==> config.mk <==
export PLATFORM = sky130hd
export DESIGN_NAME = capture_task_lifecycle_fsm_unit
export DESIGN_NICKNAME = d
export VERILOG_FILES = /design/src/sv/ctlf_pkg.sv /design/src/sv/capture_task_lifecycle_fsm_unit.sv
export SDC_FILE = /design/constraint.sdc
export NUM_CORES = 1
export LEC_CHECK = 0
export BUFFER_PORTS_ARGS = -buffer_cell sky130_fd_sc_hd__buf_4
export CAP_MARGIN = 10
export CORE_ASPECT_RATIO = 1.75
export CORE_MARGIN = 2
export CORE_UTILIZATION = 35
export CTS_CLUSTER_DIAMETER = 200
export CTS_CLUSTER_SIZE = 16
export DETAILED_ROUTE_END_ITERATION = 10
export GPL_ROUTABILITY_DRIVEN = 0
export HOLD_SLACK_MARGIN = 0.03
export PLACE_DENSITY_LB_ADDON = 0.15
export SLEW_MARGIN = 20
export SYNTH_ARGS = -nofsm -noshare
export SYNTH_HDL_FRONTEND = slang
export SYNTH_SLANG_ARGS = --single-unit
==> constraint.sdc <==
create_clock -name clk -period 3.95 [get_ports clk]
set_clock_uncertainty 0.05 [all_clocks]
set_input_delay 0.5925 -clock clk [delete_from_list [all_inputs] [get_ports clk]]
set_output_delay 0.5925 -clock clk [all_outputs]
set_load 0.05 [all_outputs]
==> src/sv/ctlf_pkg.sv <==
// ctlf_pkg: phase and event codes, field widths and tdata bit positions
// for the capture job lifecycle controller. no dependencies.
`timescale 1ns / 1ps
`default_nettype none

package ctlf_pkg;

    localparam int MASK_BITS  = 32;   // used low bits of the target mask, 1..32
    localparam int ERROR_BITS = 8;    // used low bits of the error code, 1..8

    localparam int TARGET_W = 32;
    localparam int TIME_W   = 64;
    localparam int PHASE_W  = 4;
    localparam int ERR_W    = 8;
    localparam int KIND_W   = 2;

    localparam logic [TARGET_W-1:0] TARGET_KEEP =
        (MASK_BITS >= TARGET_W) ? {TARGET_W{1'b1}}
                                : TARGET_W'((64'd1 << MASK_BITS) - 64'd1);
    localparam logic [ERR_W-1:0] ERROR_KEEP =
        (ERROR_BITS >= ERR_W) ? {ERR_W{1'b1}}
                              : ERR_W'((32'd1 << ERROR_BITS) - 32'd1);

    // input word layout
    localparam int IN_ID_LSB   = 0;
    localparam int IN_MASK_LSB = IN_ID_LSB + 1;
    localparam int IN_DL_LSB   = IN_MASK_LSB + TARGET_W;
    localparam int IN_EXP_LSB  = IN_DL_LSB + TIME_W;
    localparam int IN_NXT_LSB  = IN_EXP_LSB + PHASE_W;
    localparam int IN_EP_LSB   = IN_NXT_LSB + PHASE_W;
    localparam int IN_ERR_LSB  = IN_EP_LSB + TIME_W;
    localparam int IN_USED_W   = IN_ERR_LSB + ERR_W;
    localparam int IN_W        = ((IN_USED_W + 7) / 8) * 8;

    // output word layout
    localparam int OUT_ST_LSB   = 0;
    localparam int OUT_PH_LSB   = OUT_ST_LSB + 1;
    localparam int OUT_BUSY_LSB = OUT_PH_LSB + PHASE_W;
    localparam int OUT_EP_LSB   = OUT_BUSY_LSB + 1;
    localparam int OUT_E1_LSB   = OUT_EP_LSB + TIME_W;
    localparam int OUT_E2_LSB   = OUT_E1_LSB + ERR_W;
    localparam int OUT_USED_W   = OUT_E2_LSB + ERR_W;
    localparam int OUT_W        = ((OUT_USED_W + 7) / 8) * 8;

    typedef enum logic [PHASE_W-1:0] {
        PH_IDLE       = 4'd0,
        PH_PREPARING  = 4'd1,
        PH_READY      = 4'd2,
        PH_STARTING   = 4'd3,
        PH_RUNNING    = 4'd4,
        PH_STOPPING   = 4'd5,
        PH_COMMITTING = 4'd6,
        PH_DONE       = 4'd7,
        PH_FAILED     = 4'd8
    } phase_t;

    typedef enum logic [KIND_W-1:0] {
        EV_BEGIN = 2'd0,
        EV_MOVE  = 2'd1,
        EV_STOP  = 2'd2,
        EV_FAIL  = 2'd3
    } kind_t;

    localparam logic ST_OK     = 1'b0;
    localparam logic ST_REJECT = 1'b1;

    function automatic logic phase_active(input logic [PHASE_W-1:0] p);
        return (p >= PH_PREPARING) && (p <= PH_COMMITTING);
    endfunction

    // fixed table of legal checked moves
    function automatic logic legal_move(input logic [PHASE_W-1:0] from,
                                        input logic [PHASE_W-1:0] to);
        logic ok;
        ok = 1'b0;
        if (to == PH_FAILED)
        begin
            ok = phase_active(from);
        end
        else
        begin
            case (from)
                PH_PREPARING:  ok = (to == PH_READY) || (to == PH_STOPPING);
                PH_READY:      ok = (to == PH_STARTING) || (to == PH_STOPPING);
                PH_STARTING:   ok = (to == PH_RUNNING) || (to == PH_STOPPING);
                PH_RUNNING:    ok = (to == PH_STOPPING);
                PH_STOPPING:   ok = (to == PH_COMMITTING);
                PH_COMMITTING: ok = (to == PH_DONE);
                default:       ok = 1'b0;
            endcase
        end
        return ok;
    endfunction

endpackage

`default_nettype wire

==> src/sv/capture_task_lifecycle_fsm_unit.sv <==
// capture_task_lifecycle_fsm_unit: job phase tracker, one result word per event word.
// depends on ctlf_pkg.
//
//  channel   dir  tdata                                            tuser
//  s_axis    in   id_present,targets,deadline,expected_phase,      kind
//                 next_phase,epoch,error_code (184 b)
//  m_axis    out  status,phase,busy_res,stop_epoch_out,            -
//                 first_error,second_error (88 b)
//
//  an event word is registered on entry, evaluated against the job state and its
//  result registered; one word per cycle while m_axis_tready stays high.
//  the evaluation stage advances whenever the result register is empty or drained,
//  so a word can enter while an earlier result still waits on m_axis_tready.
//  reset returns the job to idle with no epoch and no errors recorded.
`timescale 1ns / 1ps
`default_nettype none

module capture_task_lifecycle_fsm_unit (
    input  wire                       clk,
    input  wire                       rst_n,
    input  wire                       s_axis_tvalid,
    output logic                      s_axis_tready,
    // id_present, targets, deadline, expected_phase, next_phase, epoch, error_code
    input  wire  [ctlf_pkg::IN_W-1:0] s_axis_tdata,
    // kind
    input  wire  [ctlf_pkg::KIND_W-1:0] s_axis_tuser,
    output logic                      m_axis_tvalid,
    input  wire                       m_axis_tready,
    // status, phase, busy_res, stop_epoch_out, first_error, second_error
    output logic [ctlf_pkg::OUT_W-1:0] m_axis_tdata
);

    localparam int TW = ctlf_pkg::TIME_W;
    localparam int PW = ctlf_pkg::PHASE_W;
    localparam int EW = ctlf_pkg::ERR_W;

    // input stage
    logic                         in_valid_reg;
    logic [ctlf_pkg::IN_W-1:0]    in_data_reg;
    ctlf_pkg::kind_t              in_kind_reg;

    // job state
    ctlf_pkg::phase_t             phase_reg, phase_next;
    logic [TW-1:0]                epoch_reg, epoch_next;
    logic [EW-1:0]                err1_reg, err1_next;
    logic [EW-1:0]                err2_reg, err2_next;
    logic                         ok_next;

    // result stage
    logic                         out_valid_reg;
    logic [ctlf_pkg::OUT_W-1:0]   out_data_reg, out_data_next;

    logic                         adv;

    logic                         f_id;
    logic [ctlf_pkg::TARGET_W-1:0] f_mask;
    logic [PW-1:0]                f_exp;
    logic [PW-1:0]                f_nxt;
    logic [TW-1:0]                f_epoch;
    logic [EW-1:0]                f_err;

    assign adv           = !out_valid_reg || m_axis_tready;
    assign s_axis_tready = !in_valid_reg || adv;
    assign m_axis_tvalid = out_valid_reg;
    assign m_axis_tdata  = out_data_reg;

    assign f_id    = in_data_reg[ctlf_pkg::IN_ID_LSB];
    assign f_mask  = in_data_reg[ctlf_pkg::IN_MASK_LSB +: ctlf_pkg::TARGET_W]
                     & ctlf_pkg::TARGET_KEEP;
    assign f_exp   = in_data_reg[ctlf_pkg::IN_EXP_LSB +: PW];
    assign f_nxt   = in_data_reg[ctlf_pkg::IN_NXT_LSB +: PW];
    assign f_epoch = in_data_reg[ctlf_pkg::IN_EP_LSB +: TW];
    assign f_err   = in_data_reg[ctlf_pkg::IN_ERR_LSB +: EW] & ctlf_pkg::ERROR_KEEP;

    always_ff @(posedge clk or negedge rst_n)
    begin
        if (!rst_n)
        begin
            in_valid_reg <= 1'b0;
        end
        else if (s_axis_tready)
        begin
            in_valid_reg <= s_axis_tvalid;
        end
    end

    always_ff @(posedge clk)
    begin
        if (s_axis_tready && s_axis_tvalid)
        begin
            in_data_reg <= s_axis_tdata;
            in_kind_reg <= ctlf_pkg::kind_t'(s_axis_tuser);
        end
    end

    // next state of the job
    always_comb
    begin
        phase_next = phase_reg;
        epoch_next = epoch_reg;
        err1_next  = err1_reg;
        err2_next  = err2_reg;
        ok_next    = 1'b0;
        unique case (in_kind_reg)
            ctlf_pkg::EV_BEGIN:
            begin
                if (f_id && (f_mask != '0) &&
                    (phase_reg == ctlf_pkg::PH_IDLE || phase_reg == ctlf_pkg::PH_DONE ||
                     phase_reg == ctlf_pkg::PH_FAILED))
                begin
                    phase_next = ctlf_pkg::PH_PREPARING;
                    epoch_next = '0;
                    err1_next  = '0;
                    err2_next  = '0;
                    ok_next    = 1'b1;
                end
            end
            ctlf_pkg::EV_MOVE:
            begin
                if ((f_exp == phase_reg) && ctlf_pkg::legal_move(phase_reg, f_nxt))
                begin
                    phase_next = ctlf_pkg::phase_t'(f_nxt);
                    ok_next    = 1'b1;
                end
            end
            ctlf_pkg::EV_STOP:
            begin
                if (f_epoch != '0)
                begin
                    if (phase_reg >= ctlf_pkg::PH_STOPPING)
                    begin
                        // repeated stop: first epoch sticks, same epoch accepted again
                        if (epoch_reg == '0)
                        begin
                            epoch_next = f_epoch;
                            ok_next    = 1'b1;
                        end
                        else
                        begin
                            ok_next = (epoch_reg == f_epoch);
                        end
                    end
                    else if (phase_reg != ctlf_pkg::PH_IDLE)
                    begin
                        phase_next = ctlf_pkg::PH_STOPPING;
                        epoch_next = f_epoch;
                        ok_next    = 1'b1;
                    end
                end
            end
            ctlf_pkg::EV_FAIL:
            begin
                if (f_err != '0)
                begin
                    if (err1_reg == '0)
                    begin
                        err1_next = f_err;
                    end
                    else if (err2_reg == '0)
                    begin
                        err2_next = f_err;
                    end
                    if (ctlf_pkg::phase_active(phase_reg))
                    begin
                        phase_next = ctlf_pkg::PH_FAILED;
                    end
                    ok_next = 1'b1;
                end
            end
            default:
            begin
                ok_next = 1'b0;
            end
        endcase
    end

    // result word
    always_comb
    begin
        out_data_next = '0;
        out_data_next[ctlf_pkg::OUT_ST_LSB] = ok_next ? ctlf_pkg::ST_OK
                                                      : ctlf_pkg::ST_REJECT;
        out_data_next[ctlf_pkg::OUT_PH_LSB +: PW]    = phase_next;
        out_data_next[ctlf_pkg::OUT_BUSY_LSB]        = ctlf_pkg::phase_active(phase_next);
        out_data_next[ctlf_pkg::OUT_EP_LSB +: TW]    = epoch_next;
        out_data_next[ctlf_pkg::OUT_E1_LSB +: EW]    = err1_next;
        out_data_next[ctlf_pkg::OUT_E2_LSB +: EW]    = err2_next;
    end

    always_ff @(posedge clk or negedge rst_n)
    begin
        if (!rst_n)
        begin
            phase_reg     <= ctlf_pkg::PH_IDLE;
            epoch_reg     <= '0;
            err1_reg      <= '0;
            err2_reg      <= '0;
            out_valid_reg <= 1'b0;
        end
        else if (adv)
        begin
            out_valid_reg <= in_valid_reg;
            if (in_valid_reg)
            begin
                phase_reg <= phase_next;
                epoch_reg <= epoch_next;
                err1_reg  <= err1_next;
                err2_reg  <= err2_next;
            end
        end
    end

    always_ff @(posedge clk)
    begin
        if (adv && in_valid_reg)
        begin
            out_data_reg <= out_data_next;
        end
    end

endmodule

`default_nettype wire

==> impl_metrics.yaml, run 1 <==
cts:
  ctsResizeCount: 0
  cts_made_buffers: 21
  h-tree-depth: 1
  clk_latency_ns: 0.53
  cts.clk_slew.worst_paths_ns: 0.08
  cts_tree: "done"
  clockBufferDepth: 3
  root_buffer: "clkbuf_16"
  post_cts_buffers: 0
  cts_hold_buf: 0
  clock-sinks: 287
yosys:
  synth_top_area_share_pct: 51.5
  yosys-top-cells-area: "edfxtp_1 51%, dfrtp_1 18%, a22o_1 12%"
  synth_enable_flop_cells: 201
  ys_seq_elements: 287
  yosysUniqueCellTypes: 57
  synthXorXnorAreaFrac_pct: 5.08
  yosys_warnings: 0
  synthFlopType: "edfxtp_1"
  async_reset_ff_share_pct: 30.0
  ys_top_cells_by_count: "201 x edfxtp_1, 156 x a22o_1, 86 x dfrtp_1, 67 x xnor2_1, 53 x nor4_1"
  ys_seq_area_share_pct: 69.8
  synthCells: 751
  synth-simple-area-share_pct: 7.64
  synthMuxAreaShare_pct: 0.224
  synth_compound_area_share_pct: 14.3
  synth_area_per_cell_um2: 15.6
  synth_top_family_by_area: "compound AO/OA/AOI/OAI gates"
  synth_fa_ha_area_share_pct: 0.427
  synth_most_common_cell: "edfxtp_1"
  synth_top_area_cell: "edfxtp_1"
  syn-cell-area_um2: 11700
global_routing:
  antenna_found_initial: 0
  grt_pass1_vias: 7686
  gr-total-overflow: 0
  track_usage_pct: 17.6
  grt_pass1_wl_um: 46900
  grt_max_degree: 116
timing:
  whs_ns: 0.173
  rsz0062_at_grt: "false"
  min_period_over_period_pct: 86.6
  worstMarginPinSlew_ns: 0.970
  final-hold-violation-count: 0
  period_minus_slack_ns: 3.42
  setup_viol: 0
  setup_tns_ns: 0
  layout_setup_ws_ns: 0.530
  max_freq_ghz: 0.292
  drv_slew: 0
  slew_headroom_pct: 35.3
worst_setup_path:
  critPathTopFamily: "simple AND/OR/NAND/NOR gates"
  reg2reg_depth: 7
  crit_path_end_kind: "flip-flop"
  worstPathCellList: "nor4_1, nand4_1, nor4_1, a21oi_1, nor3_4, buf_4, a22o_1"
  worstPathRequired_ns: 4.27
  critPathSlowestCell: "buf_4"
  start_kind: "flip-flop"
  cp_max_fo: 64
  r2r_start: "epoch_reg[34]"
  max_stage_delay_ns: 0.63
  crit_arrival_ns: 3.74
  worst-setup-path-type: "flip-flop to flip-flop"
  path_common_cell: "nor4_1"
  cp_num_buf_inv: 1
  rrSetupSlack_ns: 0.53
  r2r_end: "m_axis_tdata[64]"
final_layout:
  post-route-util_pct: 43.2
  final_cells: 1376
  nets: 1149
  nFillCells: 3040
  drive_gt1_share_pct: 26.8
  area_growth_pct: 21.7
  largest_register_ffs: 113
  stdcell_area_um2: 14300
power:
  leakagePower_nw: 5.53
  power_density_nw_per_um2: 678
  comb_power_share_pct: 30.3
  p_int_mw: 6.29
  p_sw_mw: 3.38
  clkPwrFrac_pct: 21.1
  peakVddDrop_mv: 0.347
  p_sw_share_pct: 35.0
  finalPower_mw: 9.67
  p_seq_share_pct: 48.6
floorplan:
  io_pins: 280
  dieArea_um2: 35000
  initial_core_util_pct: 35.5
  fp.dieW_um: 142
  core_area_um2: 33000
  die_h_um: 246
  num_rows: 88
placement:
  placed_area_um2: 13700
  dp_hpwl_um: 21300
  port_buffers: 206
  placedCellCount: 1337
  pre_cts_slack_ns: 0.556
routing:
  dr.pass1.iters: 4
  drc: 0
  ant_nets: 0
  drtIter0Drc: 431
  avgRoutedWirePerCell_um: 22.6
  viasPerCell: 5.32
  num_vias: 7325
  routed_wl_um: 31000
job:
  max_cap_viol_count: 0
min_path:
  hp-class: "input port to asynchronous set/reset pin"
status:
  status: "completed"
## how the worst max path moves through the flow
stage,cells after the start,start,end,slack [ns]
2_1_floorplan,2,m_axis_tvalid,in_data_reg[0],0.81
3_3_place_gp,7,epoch_reg[7],m_axis_tdata[17],0.60
3_5_place_dp,7,epoch_reg[35],m_axis_tdata[17],0.56
4_1_cts,7,epoch_reg[35],m_axis_tdata[17],0.54
5_1_grt,8,in_data_reg[112],m_axis_tdata[64],0.34
6_report,7,epoch_reg[34],m_axis_tdata[64],0.53
## final cells by class
cell class	count	area [um2]	share of cell area [%]
multi-input combinational	420	3270	22.9
clock inverter	1	8.76	0.0614
sequential	287	8190	57.4
clock buffer	37	589	4.13
antenna	1	2.50	0.0175
inverter	11	42.5	0.298
timing repair buffer	214	1660	11.6
tap	405	507	3.55
## cell usage in the layout, fill, tap and decap left out, types with 3 or more instances in the layout
cell type / instances
a211oi_2: 3
a21oi_1: 10
a22o_1: 156
buf_12: 4
buf_4: 210
clkbuf_1: 15
clkbuf_16: 21
dfrtp_1: 86
edfxtp_1: 201
ha_1: 4
inv_1: 8
nand2_1: 22
nand2b_1: 4
nand3_1: 5
nand4_1: 30
nor2_1: 8
nor3_1: 4
nor4_1: 53
o21ai_0: 6
xnor2_1: 67
## power by group through the flow
| stage | Combinational, mW | Sequential (mW) | Clock [mW] |
|---|---|---|---|
| floorplan | 1.45 | 5.24 | 0 |
| global placement | 2.94 | 4.76 | 0 |
| detailed placement | 2.95 | 4.76 | 0 |
| CTS | 2.97 | 4.70 | 2.12 |
| global route | 3.13 | 4.80 | 2.22 |
| finish | 2.93 | 4.69 | 2.04 |
## routing by layer
| metal | vias up | track usage (%) | wire length [um] |
|---|---|---|---|
| li1 | 3433 | - | - |
| met5 | - | 0 | 0 |
| met2 | 216 | 31.6 | 16500 |
| met1 | 3627 | 21.6 | 12200 |
| met3 | 49 | 2.22 | 1320 |
| met4 | 0 | 6.58 | 1040 |
## logic make-up (layout without fill, tap and decap cells)
group / count (synthesis) / after routing
adders and majority gates: 4 / 4
buffers and inverters: 45 / 263
other: 1 / 3
muxes: 2 / 2
and+or+nand+nor: 148 / 148
xor gates and xnor gates: 68 / 68
AOI/OAI and AO/OA: 196 / 196
DFF: 287 / 287
## worst register-to-register path: stages (launching register included)
cell,delay (ns)
dfrtp_1,0.43
nor4_1,0.59
nand4_1,0.17
nor4_1,0.53
a21oi_1,0.23
nor3_4,0.29
buf_4,0.63
a22o_1,0.34
No activity file was read; power rests on OpenSTA's default activity.
==> run 2, diff against run 1 <==
- PLACE_DENSITY: not set -> 0.59
- PLACE_DENSITY_LB_ADDON: 0.15 -> not set
==> run 2 against run 1 <==
  * Combinational power rose by 2%
  * First-iteration DRC count rose by 9.3%
  * Hold slack got worse by 0.041 ns
  * Die area did not move
  * Count of clock-buffer cells in the layout did not move
  * Core utilization barely moved
  * Critical path depth did not move
  * Final area barely moved
  * Flip-flop and latch count did not move
  * Worst setup slack improved by 0.051 ns
  * Global-route usage rose by 1.0 points
  * Fmax rose by 1.5%
  * Critical path type unchanged
==> impl_metrics.yaml, run 2 (synthesis results as in run 1) <==
cts:
  cts_made_buffers: 21
  post_cts_buffers: 0
  cts_tree: "done"
  h-tree-depth: 1
  ctsResizeCount: 0
  clk_latency_ns: 0.54
  clockBufferDepth: 3
  root_buffer: "clkbuf_16"
  cts.clk_slew.worst_paths_ns: 0.08
  clock-sinks: 287
  cts_hold_buf: 0
routing:
  drc: 0
  num_vias: 7565
  routed_wl_um: 32900
  avgRoutedWirePerCell_um: 23.9
  drtIter0Drc: 471
  dr.pass1.iters: 5
  viasPerCell: 5.49
  ant_nets: 0
power:
  clkPwrFrac_pct: 20.7
  peakVddDrop_mv: 0.363
  leakagePower_nw: 5.53
  p_int_mw: 6.28
  comb_power_share_pct: 30.6
  power_density_nw_per_um2: 682
  p_seq_share_pct: 48.7
  p_sw_share_pct: 35.5
  p_sw_mw: 3.45
timing:
  drv_slew: 0
  setup_tns_ns: 0
  slew_headroom_pct: 35.1
  min_period_over_period_pct: 85.3
  period_minus_slack_ns: 3.37
  rsz0062_at_grt: "false"
  final-hold-violation-count: 0
  max_freq_ghz: 0.297
  whs_ns: 0.133
  worstMarginPinSlew_ns: 0.974
  setup_viol: 0
final_layout:
  final_cells: 1378
  largest_register_ffs: 113
  area_growth_pct: 21.7
  antennaDiodeCount: 0
  stdcell_area_um2: 14300
  final_cell_mix: "214 x buf_4, 201 x edfxtp_1, 156 x a22o_1"
  final_common_cell: "buf_4"
  drive_gt1_share_pct: 26.9
  nets: 1152
  nFillCells: 3042
floorplan:
  num_rows: 88
  dieArea_um2: 35000
  fp.dieW_um: 142
  initial_core_util_pct: 35.5
  core_area_um2: 33000
  die_h_um: 246
  io_pins: 280
global_routing:
  grt_pass1_vias: 7812
  grt_max_degree: 70
  gr-total-overflow: 0
  grt_pass1_wl_um: 48600
  track_usage_pct: 18.6
  antenna_found_initial: 0
placement:
  port_buffers: 206
  dp_hpwl_um: 23600
  placed_area_um2: 13700
  placedCellCount: 1340
worst_setup_path:
  cp_max_fo: 64
  crit_path_end_kind: "flip-flop"
  start_kind: "flip-flop"
  worstPathRequired_ns: 4.27
  crit_arrival_ns: 3.69
  worst-setup-path-type: "flip-flop to flip-flop"
  reg2reg_depth: 7
min_path:
  hp-class: "input port to asynchronous set/reset pin"
status:
  status: "completed"
job:
  max_cap_viol_count: 0
run 2: cell types whose count changed in the layout (fill, tap and decap cells not counted), sizes merged:
cell   change
buf        +3
diode      -1
run 2: power groups by stage:
stage                     Sequential, mW  Clock, mW  Combinational, mW
final                               4.74       2.01               2.98
after global routing                4.82       2.20               3.17
after CTS                           4.73       2.09               2.99
after detailed placement            4.79          0               2.97
after global placement              4.78          0               2.96
after floorplan                     5.24          0               1.45
run 2: area by class of cell:
class / count / area (um2) / share of cell area (%)
sequential: 287 / 8190 / 57.4
clock inverter: 1 / 8.76 / 0.0614
multi-input combinational: 420 / 3270 / 22.9
timing repair buffer: 217 / 1670 / 11.7
clock buffer: 37 / 586 / 4.10
tap: 405 / 507 / 3.55
inverter: 11 / 42.5 / 0.298
run 2: path summary, 6_finish.rpt:
path | slack, ns | to | from
max in group asynchronous | 2.81 | phase_reg[0] | rst_n
setup / recovery | 0.58 | m_axis_tdata[65] | epoch_reg[35]
min in group clk | 0.18 | in_data_reg[153] | s_axis_tdata[153]
setup reg to reg | 0.58 | m_axis_tdata[65] | epoch_reg[35]
hold reg to reg | 0.45 | m_axis_tvalid | in_valid_reg
hold / removal | 0.13 | err2_reg[7] | rst_n
run 2: layer usage:
metal / global-route usage [%] / share of wire [%] / vias to the layer above / wire, um
li1: - / - / 3431 / -
met1: 19.5 / 34 / 3844 / 11200
met2: 36.9 / 58 / 235 / 19200
met3: 2.33 / 4.0 / 55 / 1320
met4: 7.37 / 3.3 / 0 / 1100
met5: 0 / 0 / - / 0
run 2: critical path, stage by stage (launching register included):
cell	delay (ns)
dfrtp_1	0.43
nor4_1	0.55
nand4_1	0.21
nor4_1	0.50
a21oi_1	0.22
nor3_4	0.28
buf_4	0.65
a22o_1	0.30
run 2: per-stage QoR:
| step | power, mW | setup slack, ns | util, % |
|---|---|---|---|
| final | 9.73 | 0.580 | 43.2 |
| after global routing | 10.2 | 0.429 | 43.2 |
| after CTS | 9.81 | 0.663 | 43.2 |
| after detailed placement | 7.76 | 0.711 | 41.4 |
| after global placement | 7.75 | 0.705 | 41.4 |
| after floorplan | 6.69 | 0.814 | - |
